File: config.mk
export PLATFORM = sky130hd
export DESIGN_NAME = link_clock_rate_backoff
export DESIGN_NICKNAME = d
export VERILOG_FILES = /design/src/rtl/lcrb_pkg.sv /design/src/rtl/link_clock_rate_backoff.sv
export SDC_FILE = /design/constraint.sdc
export NUM_CORES = 1
export LEC_CHECK = 0
export BUFFER_PORTS_ARGS = -buffer_cell sky130_fd_sc_hd__buf_2
export CAP_MARGIN = 20
export CELL_PAD_IN_SITES_DETAIL_PLACEMENT = 0
export CELL_PAD_IN_SITES_GLOBAL_PLACEMENT = 1
export CORE_UTILIZATION = 47
export DETAILED_ROUTE_END_ITERATION = 10
export PLACE_DENSITY_LB_ADDON = 0.08
export SETUP_SLACK_MARGIN = 0.5
export SLEW_MARGIN = 40
export SYNTH_ARGS = -nofsm -noshare
export SYNTH_HDL_FRONTEND = slang
export SYNTH_SLANG_ARGS = --single-unit
File: constraint.sdc
create_clock -name clk -period 3.9 [get_ports clk]
set_input_delay 0.78 -clock clk [delete_from_list [all_inputs] [get_ports clk]]
set_output_delay 0.78 -clock clk [all_outputs]
set_load 0.02 [all_outputs]
File: src/rtl/lcrb_pkg.sv
package lcrb_pkg;

  // rate datapath width
  localparam int RATE_BITS = 28;

  // register and field widths
  localparam int REG_W   = 28;
  localparam int TRIP_W  = 8;
  localparam int OUT_W   = 28;
  localparam int INDEX_W = 3;

  // register reset values
  localparam logic [REG_W-1:0]  MIN_RATE_RST   = REG_W'(100000);
  localparam logic [REG_W-1:0]  MAX_RATE_RST   = REG_W'(50000000);
  localparam logic [REG_W-1:0]  START_RATE_RST = REG_W'(1000000);
  localparam logic [TRIP_W-1:0] FAIL_TRIP_RST  = TRIP_W'(3);
  localparam logic [TRIP_W-1:0] OK_TRIP_RST    = TRIP_W'(8);

  // configuration register indexes
  typedef enum logic [INDEX_W-1:0] {
    REG_MIN_RATE   = 3'd0,
    REG_MAX_RATE   = 3'd1,
    REG_START_RATE = 3'd2,
    REG_FAIL_TRIP  = 3'd3,
    REG_OK_TRIP    = 3'd4
  } cfg_index_t;

  // item kinds
  localparam logic MODE_REPORT  = 1'b0;
  localparam logic MODE_RESTART = 1'b1;

  typedef logic [RATE_BITS-1:0] rate_t;

  // start rate clamped into floor and ceiling, floor tested first
  function automatic rate_t clamp_start(rate_t lo, rate_t hi, rate_t st);
    rate_t r;
    if (st < lo) begin
      r = lo;
    end else if (st > hi) begin
      r = hi;
    end else begin
      r = st;
    end
    return r;
  endfunction

  // a trip setting of zero counts as one
  function automatic logic [TRIP_W-1:0] trip_of(logic [TRIP_W-1:0] t);
    return (t == '0) ? TRIP_W'(1) : t;
  endfunction

endpackage

File: src/rtl/link_clock_rate_backoff.sv
// An accepted item is registered in the input stage, then its result is held
//   in the output register. Throughput: one item per cycle while out_ready
//   does not hold back a report; the rate and streak update is a single
//   compare, shift and count step between the input and output registers.
// Restart items produce no result and never wait on the output register.
// Reset (rst, synchronous) loads the register defaults, the clamped start rate
//   of 1000000 Hz, clears both streaks and empties both stages.
module link_clock_rate_backoff (
  input  logic                                  clk,
  input  logic                                  rst,
  input  logic                                  in_valid,
  output logic                                  in_ready,
  input  logic                                  mode,
  input  logic                                  crc_good,
  output logic                                  out_valid,
  input  logic                                  out_ready,
  output logic [lcrb_pkg::OUT_W-1:0]            clock_hz,
  input  logic                                  cfg_we,
  input  logic [lcrb_pkg::INDEX_W-1:0]          cfg_index,
  input  logic [lcrb_pkg::REG_W-1:0]            cfg_data
);

  // configuration registers
  logic [lcrb_pkg::REG_W-1:0]  min_rate_hz;
  logic [lcrb_pkg::REG_W-1:0]  max_rate_hz;
  logic [lcrb_pkg::REG_W-1:0]  start_rate_hz;
  logic [lcrb_pkg::TRIP_W-1:0] fail_trip_count;
  logic [lcrb_pkg::TRIP_W-1:0] ok_trip_count;

  // adaptation state
  lcrb_pkg::rate_t             rate_hz;
  lcrb_pkg::rate_t             rate_hz_next;
  logic [lcrb_pkg::TRIP_W-1:0] failure_streak;
  logic [lcrb_pkg::TRIP_W-1:0] failure_streak_next;
  logic [lcrb_pkg::TRIP_W-1:0] success_streak;
  logic [lcrb_pkg::TRIP_W-1:0] success_streak_next;

  // input stage
  logic s1_valid;
  logic s1_mode;
  logic s1_crc_good;
  logic advance;

  // working values
  lcrb_pkg::rate_t           lo;
  lcrb_pkg::rate_t           hi;
  lcrb_pkg::rate_t           st;
  lcrb_pkg::rate_t           down;
  logic [lcrb_pkg::RATE_BITS:0] up;
  logic [lcrb_pkg::TRIP_W-1:0] ok_inc;
  logic [lcrb_pkg::TRIP_W-1:0] fail_inc;

  assign lo = lcrb_pkg::RATE_BITS'(min_rate_hz);
  assign hi = lcrb_pkg::RATE_BITS'(max_rate_hz);
  assign st = lcrb_pkg::RATE_BITS'(start_rate_hz);

  // a restart always leaves the stage; a report needs room in the output register
  assign advance  = s1_valid && ((s1_mode == lcrb_pkg::MODE_RESTART) || !out_valid || out_ready);
  assign in_ready = !s1_valid || advance;

  // configuration write decode
  always_ff @(posedge clk) begin
    if (rst) begin
      min_rate_hz     <= lcrb_pkg::MIN_RATE_RST;
      max_rate_hz     <= lcrb_pkg::MAX_RATE_RST;
      start_rate_hz   <= lcrb_pkg::START_RATE_RST;
      fail_trip_count <= lcrb_pkg::FAIL_TRIP_RST;
      ok_trip_count   <= lcrb_pkg::OK_TRIP_RST;
    end else if (cfg_we) begin
      unique case (cfg_index)
        lcrb_pkg::REG_MIN_RATE:   min_rate_hz     <= cfg_data;
        lcrb_pkg::REG_MAX_RATE:   max_rate_hz     <= cfg_data;
        lcrb_pkg::REG_START_RATE: start_rate_hz   <= cfg_data;
        lcrb_pkg::REG_FAIL_TRIP:  fail_trip_count <= lcrb_pkg::TRIP_W'(cfg_data);
        lcrb_pkg::REG_OK_TRIP:    ok_trip_count   <= lcrb_pkg::TRIP_W'(cfg_data);
        default: ;
      endcase
    end
  end

  // input register
  always_ff @(posedge clk) begin
    if (rst) begin
      s1_valid <= 1'b0;
    end else if (in_ready) begin
      s1_valid <= in_valid;
    end
  end

  always_ff @(posedge clk) begin
    if (in_ready && in_valid) begin
      s1_mode     <= mode;
      s1_crc_good <= crc_good;
    end
  end

  // next rate and streaks for the item in the input stage
  always_comb begin
    ok_inc              = success_streak + lcrb_pkg::TRIP_W'(1);
    fail_inc            = failure_streak + lcrb_pkg::TRIP_W'(1);
    up                  = {rate_hz, 1'b0};
    down                = rate_hz >> 1;
    rate_hz_next        = rate_hz;
    success_streak_next = success_streak;
    failure_streak_next = failure_streak;
    if (s1_mode == lcrb_pkg::MODE_RESTART) begin
      rate_hz_next        = lcrb_pkg::clamp_start(lo, hi, st);
      success_streak_next = '0;
      failure_streak_next = '0;
    end else if (s1_crc_good) begin
      failure_streak_next = '0;
      success_streak_next = ok_inc;
      if (ok_inc >= lcrb_pkg::trip_of(ok_trip_count)) begin
        success_streak_next = '0;
        // overflow past the rate width or above the ceiling clamps to the ceiling
        if (up[lcrb_pkg::RATE_BITS] || (up[lcrb_pkg::RATE_BITS-1:0] > hi)) begin
          rate_hz_next = hi;
        end else begin
          rate_hz_next = up[lcrb_pkg::RATE_BITS-1:0];
        end
      end
    end else begin
      success_streak_next = '0;
      failure_streak_next = fail_inc;
      if (fail_inc >= lcrb_pkg::trip_of(fail_trip_count)) begin
        failure_streak_next = '0;
        rate_hz_next        = (down < lo) ? lo : down;
      end
    end
  end

  // state update
  always_ff @(posedge clk) begin
    if (rst) begin
      rate_hz        <= lcrb_pkg::clamp_start(lcrb_pkg::RATE_BITS'(lcrb_pkg::MIN_RATE_RST),
                                              lcrb_pkg::RATE_BITS'(lcrb_pkg::MAX_RATE_RST),
                                              lcrb_pkg::RATE_BITS'(lcrb_pkg::START_RATE_RST));
      success_streak <= '0;
      failure_streak <= '0;
    end else if (advance) begin
      rate_hz        <= rate_hz_next;
      success_streak <= success_streak_next;
      failure_streak <= failure_streak_next;
    end
  end

  // output register
  always_ff @(posedge clk) begin
    if (rst) begin
      out_valid <= 1'b0;
    end else if (advance && (s1_mode == lcrb_pkg::MODE_REPORT)) begin
      out_valid <= 1'b1;
    end else if (out_ready) begin
      out_valid <= 1'b0;
    end
  end

  always_ff @(posedge clk) begin
    if (advance && (s1_mode == lcrb_pkg::MODE_REPORT)) begin
      clock_hz <= lcrb_pkg::OUT_W'(rate_hz_next);
    end
  end

  // checks
  a_restart_clears: assert property (@(posedge clk) disable iff (rst)
    (advance && (s1_mode == lcrb_pkg::MODE_RESTART)) |=>
      (success_streak == '0) && (failure_streak == '0))
    else $error("restart left a streak set");

  a_one_streak: assert property (@(posedge clk) disable iff (rst)
    !((success_streak != '0) && (failure_streak != '0)))
    else $error("both streaks nonzero");

  a_report_result: assert property (@(posedge clk) disable iff (rst)
    (advance && (s1_mode == lcrb_pkg::MODE_REPORT)) |=> out_valid)
    else $error("report item gave no result");

  a_rate_hold: assert property (@(posedge clk) disable iff (rst)
    !advance |=> $stable(rate_hz))
    else $error("rate changed without an item");

endmodule

**After elaboration in Yosys (flattened, before gate mapping)**

Cells that the tools add are included.

- Logic and storage cells: 62
- Register bits after elaboration: 176
- Input port bits: 38
- Output and inout port bits: 30

- Mux-type cells: 18
- Order comparisons: 6
- Add/sub/neg operators: 2
- Reductions and logical operators: 18
- Equal/unequal tests: 4
- Bitwise logic cells: 1

Operator list:

| cell | count |
|---|---|
| $mux 28 | 8 |
| $mux 8 | 8 |
| $gt 28x28->1 | 2 |
| $lt 27x28->1 | 1 |
| $lt 28x28->1 | 1 |
| $add 8x1->8 const B | 2 |
| $ge 8x8->1 | 2 |
| $logic_not 8->1 | 2 |
| $reduce_and 2->1 | 5 |
| $eq 3x2->1 const B | 2 |
| $logic_or 1x1->1 | 4 |
| $eq 3x1->1 const B | 1 |
| $eq 3x3->1 const B | 1 |
| $logic_and 1x1->1 | 3 |
| $logic_not 3->1 | 1 |
| $logic_not 1->1 | 2 |
| $mux 1 | 2 |
| $reduce_bool 2->1 | 1 |
| $not 1->1 | 1 |

**Logic depth before layout (Yosys ltp)**

- Word-level depth: 6
- Gate-level depth with buffers: 16
- Mapped depth without buffers: 13

**Worst setup path before layout**

Ideal clock, no wire load.

- Path type: input to register
- Start: input out_ready
- End: register failure_streak[2] (netlist bit)
- Buffers on the path: 0
- Arrival: 3.375 ns
- Cell stages on the path: 7
- Library setup time: 0.070 ns
- Setup slack: 0.454 ns
- Required time: 3.830 ns
- Cell sequence: nand2b_1 -> o21ai_1 -> nor2_1 -> inv_1 -> nor3_1 -> nand3b_1 -> a21oi_1

- Longest elaborated chain between the ends: 2

Ends and longest elaborated chain:

| what | RTL line | text |
|---|---|---|
| start: declaration | link_clock_rate_backoff.sv:16 | `input logic out_ready,` |
| $logic_or 1x1->1 | link_clock_rate_backoff.sv:58 | `assign advance = s1_valid && ((s1_mode == lcrb_pkg::MODE_RESTART) \|\| !out_valid \|\| out_ready);` |
| $logic_and 1x1->1 | link_clock_rate_backoff.sv:58 |  |
| end signal: assignment | link_clock_rate_backoff.sv:143 | `failure_streak <= failure_streak_next;` |
| end: declaration | link_clock_rate_backoff.sv:33 | `logic [lcrb_pkg::TRIP_W-1:0] failure_streak;` |

No other way between the ends.
A chain may end at the register's enable or synchronous reset.

**Final worst setup path**

- Start: register success_streak[1] (netlist bit)
- End: register clock_hz[11] (netlist bit), data pin

- Longest elaborated chain between the ends: 5

Ends and longest elaborated chain:

| what | RTL line | text |
|---|---|---|
| start: declaration | link_clock_rate_backoff.sv:35 | `logic [lcrb_pkg::TRIP_W-1:0] success_streak;` |
| start signal: assignment | link_clock_rate_backoff.sv:142 | `success_streak <= success_streak_next;` |
| $add 8x1->8 | link_clock_rate_backoff.sv:99 | `ok_inc = success_streak + lcrb_pkg::TRIP_W'(1);` |
| $ge 8x8->1 | link_clock_rate_backoff.sv:113 | `if (ok_inc >= lcrb_pkg::trip_of(ok_trip_count)) begin` |
| $mux 28 | link_clock_rate_backoff.sv:113 |  |
| $mux 28 | link_clock_rate_backoff.sv:110 | `end else if (s1_crc_good) begin` |
| $mux 28 | link_clock_rate_backoff.sv:106 | `if (s1_mode == lcrb_pkg::MODE_RESTART) begin` |
| named net rate_hz_next[11] | link_clock_rate_backoff.sv:32 | `lcrb_pkg::rate_t rate_hz_next;` |
| end signal: assignment | link_clock_rate_backoff.sv:160 | `clock_hz <= lcrb_pkg::OUT_W'(rate_hz_next);` |
| end: declaration | link_clock_rate_backoff.sv:17 | `output logic [lcrb_pkg::OUT_W-1:0] clock_hz,` |

The timed path passes the listed nets, and every way through them passes these cells.

==> qor.yml <==
outcome: "complete, no violations"
powerDensity_nw_per_um2: 345
whs_path_depth: 2
grt_pass1_wl_mm: 59.5
portBuffers: 67
yosys_warnings: 0
synth.distinct_cells: 64
max-vdd-ir-drop_mv: 0.229
slew_headroom_pct: 42.3
netlist_instances: 1393
min_path_type: "register to register"
cpPeakStageDelay_ns: 0.38
cpMostUsedCell: "buf_4"
synth_top_area_cell: "dfxtp_1"
tightest_slew_ns: 0.866
dr_total_vias: 10900
syn_nets: 1557
ant_nets: 0
routed_wl_mm: 39.3
drv_cap: 0
grt_pass1_vias: 10300
synth_edf_count: 30
cts_tree: "built"
core_area_sq_um: 23700
clock.fmax_mhz: 307
synth_seq_cells: 176
dr.first_iter.drc_count: 967
synthFlopType: "dfxtp_1"
core.rowCount: 56
rsz0062_at_grt: "true"
switching_share_pct: 31.5
ys_seq_area_share_pct: 33.4
root_buffer: "clkbuf_16"
area_growth_pct: 15.7
cts.reportedPaths.clkPinSlew_ns: 0.08
diodes: 0
start_util_pct: 48.3
finalSetupViolCount: 0
power_frac_clock_pct: 38.8
post-route-period-util_pct: 83.6
ios: 68
grt_max_degree: 56
gp_congestion: 0.949
antenna_found_initial: 0
power.leakage_uw: 0.00546
finClkSkew_ns: 0.0108
design_area_sq_um: 13300
drive_gt1_share_pct: 15.5
synth_area_per_cell_sq_um: 8.22
p_seq_share_pct: 43.4
comb_power_share_pct: 17.8
final_nets: 1635
cts.sinks: 176
cp-end-kind: "register"
hold_buffers: 0
dpl.hpwl_mm: 27.1
finalHoldViolCount: 0
syn_area_sq_um: 11400
h-tree-depth: 4
place_area_sq_um: 12300
die_w_microns: 158
period_minus_slack_ns: 3.26
die-area_sq_um: 25000
synth_top_area_share_pct: 25.5
synth.area.top_cells: "dfxtp_1 26%, ha_1 14%, edfxtp_1 7.9%, nand2_1 7.6%, a21oi_1 6.0%"
synthArstFlopShare_pct: 0
grt-ovfl-total: 0
worstPathArrival_ns: 3.45
cpMaxStageDelayCell: "dfxtp_1"
total_power_uw: 4560
tns_ns: 0
p_int_uw: 3130
cp_max_fo: 14
cp.required_ns: 4.08
rr_worst_depth: 14
drc: 0
routedWlPerCell_microns: 21.8
p_switching_uw: 1440
grt_usage_pct: 31.9
final_util_pct: 55.9
vias_per_cell: 6.04
drtPass1Iterations: 5
path_class: "register to register"
clock_latency_ns: 0.45
report.final.slew_viol_count: 0
cp-start-kind: "register"
cp_cell_sequence: "ha_2 > and3_4 > xor2_2 > ha_1 > a21o_1 > a2111oi_1 > o21ai_1 > buf_4 > and2_2 > buf_4 > o21ai_0 > a21oi_1 > o2111ai_2 > nand2_1"
die_y_microns: 158
cts_buffer_depth: 2
cts_buffers: 17
## timing repair
action | in CTS | in global routing
gates resized for setup | 5 | 41
hold endpoints to repair | 0 | 0
setup endpoints to repair | 49 | 56
pin swaps | 1 | 4
setup buffers | 3 | 4
gates cloned | 0 | 2
## registers in the layout, summed over array words and instances, names as in the netlist, 8 cells and up
signal and cells:
clock_hz 28, hi 28, lo 28, rate_hz 28
st 28, fail_trip_count 8, failure_streak 8, ok_trip_count 8
success_streak 8
## cell type report
type,instances,area [sq um]
repair buffers,132,951
well taps,319,399
multi-input cells,1066,7190
fillers,2306,10400
inverters,78,293
clock inverters,13,136
flip-flops and latches,176,3830
clock buffers,19,454
## Yosys cell counts (6+ instances only)
library cell,n
a211o_1,18
nor2_1,160
nand3b_1,13
o2111ai_2,14
nand2_1,233
edfxtp_1,30
o2111ai_1,13
a21oi_1,137
dfxtp_1,146
nor3_1,11
nand4_1,17
inv_1,78
mux2i_1,56
o22a_2,13
nand3_1,21
a31oi_1,10
clkbuf_1,52
a211oi_1,6
buf_2,17
xnor2_1,8
nand2b_1,6
o22a_1,13
ha_1,126
a311oi_1,23
nor4_1,8
a22oi_1,13
o21ai_0,46
a2bb2oi_1,29
## worst max-delay path, delay by kind of cell (launching register included)
kind            cells  cell delay (ns)
xor+xnor            1             0.18
fa+ha+maj           2             0.50
simple gates        3             0.53
flops               1             0.38
compound gates      6             1.01
buf+inv             2             0.41
## kinds of logic (layout without fill, tap and decap cells)
group | Yosys count | in the layout | share of synthesized area (%)
and+or+nand+nor | 494 | 494 | 18.4
muxes | 57 | 57 | 4.99
DFF | 176 | 176 | 33.4
buffers and inverters | 151 | 242 | 5.30
AOI/OAI and AO/OA | 377 | 377 | 23.3
adders and majority gates | 126 | 126 | 13.8
xor gates and xnor gates | 12 | 12 | 0.918
## layer usage
metal  vias up  global-route usage (%)  wire (microns)
li1       5185                       -               -
met1      5233                    46.2           19000
met2       433                    48.4           16900
met3        46                    5.31            2770
met4         0                    8.56             621
met5         -                       0               0
## cells in the final DEF, fill, tap and decap left out, types with 7 or more instances in the layout
cell       instances
dfxtp_1          142
nand3_1           21
xnor2_1            7
o2111ai_2         14
a311oi_1          15
a311oi_2           9
nand4_1           17
ha_1             124
nor3_1            11
o2111ai_1         13
a22oi_1           13
a211o_1           18
nand2_1          233
a31oi_1           10
buf_2             66
o21ai_0           42
nand3b_1          13
nor2_1           156
buf_4             55
inv_1             78
a21oi_1          137
a2bb2oi_1         29
edfxtp_1          30
o22a_1            13
mux2i_1           56
clkbuf_16         20
o22a_2            13
## power groups by stage
stage                     registers, uW  clock network (uW)  logic (uW)
after detailed placement           2020                   0         763
after global routing               1990                1850         881
after CTS                          1980                1790         776
after global placement             2020                   0         756
final                              1980                1770         811
after floorplan                    2020                   0         479
## metrics by stage
step,hold slack [ns],std cells,setup WS [ns]
floorplan,0.436,1393,0.770
global placement,0.444,1762,0.409
detailed placement,0.452,1762,0.389
CTS,0.463,1797,0.476
global route,0.492,1803,0.463
finish,0.459,1803,0.638
## worst paths after layout
| kind | startpoint | endpoint | slack, ns |
|---|---|---|---|
| worst max-delay path | success_streak[1]$_SDFFE_PP0P_ | clock_hz[11]$_DFFE_PP_ | 0.64 |
| worst min-delay path | ok_trip_count[1]$_SDFFE_PP0P_ | ok_trip_count[1]$_SDFFE_PP0P_ | 0.46 |
| worst min register to register | ok_trip_count[1]$_SDFFE_PP0P_ | ok_trip_count[1]$_SDFFE_PP0P_ | 0.46 |
| worst max register to register | success_streak[1]$_SDFFE_PP0P_ | clock_hz[11]$_DFFE_PP_ | 0.64 |
Note: power is estimated with default switching activity, not from simulation.
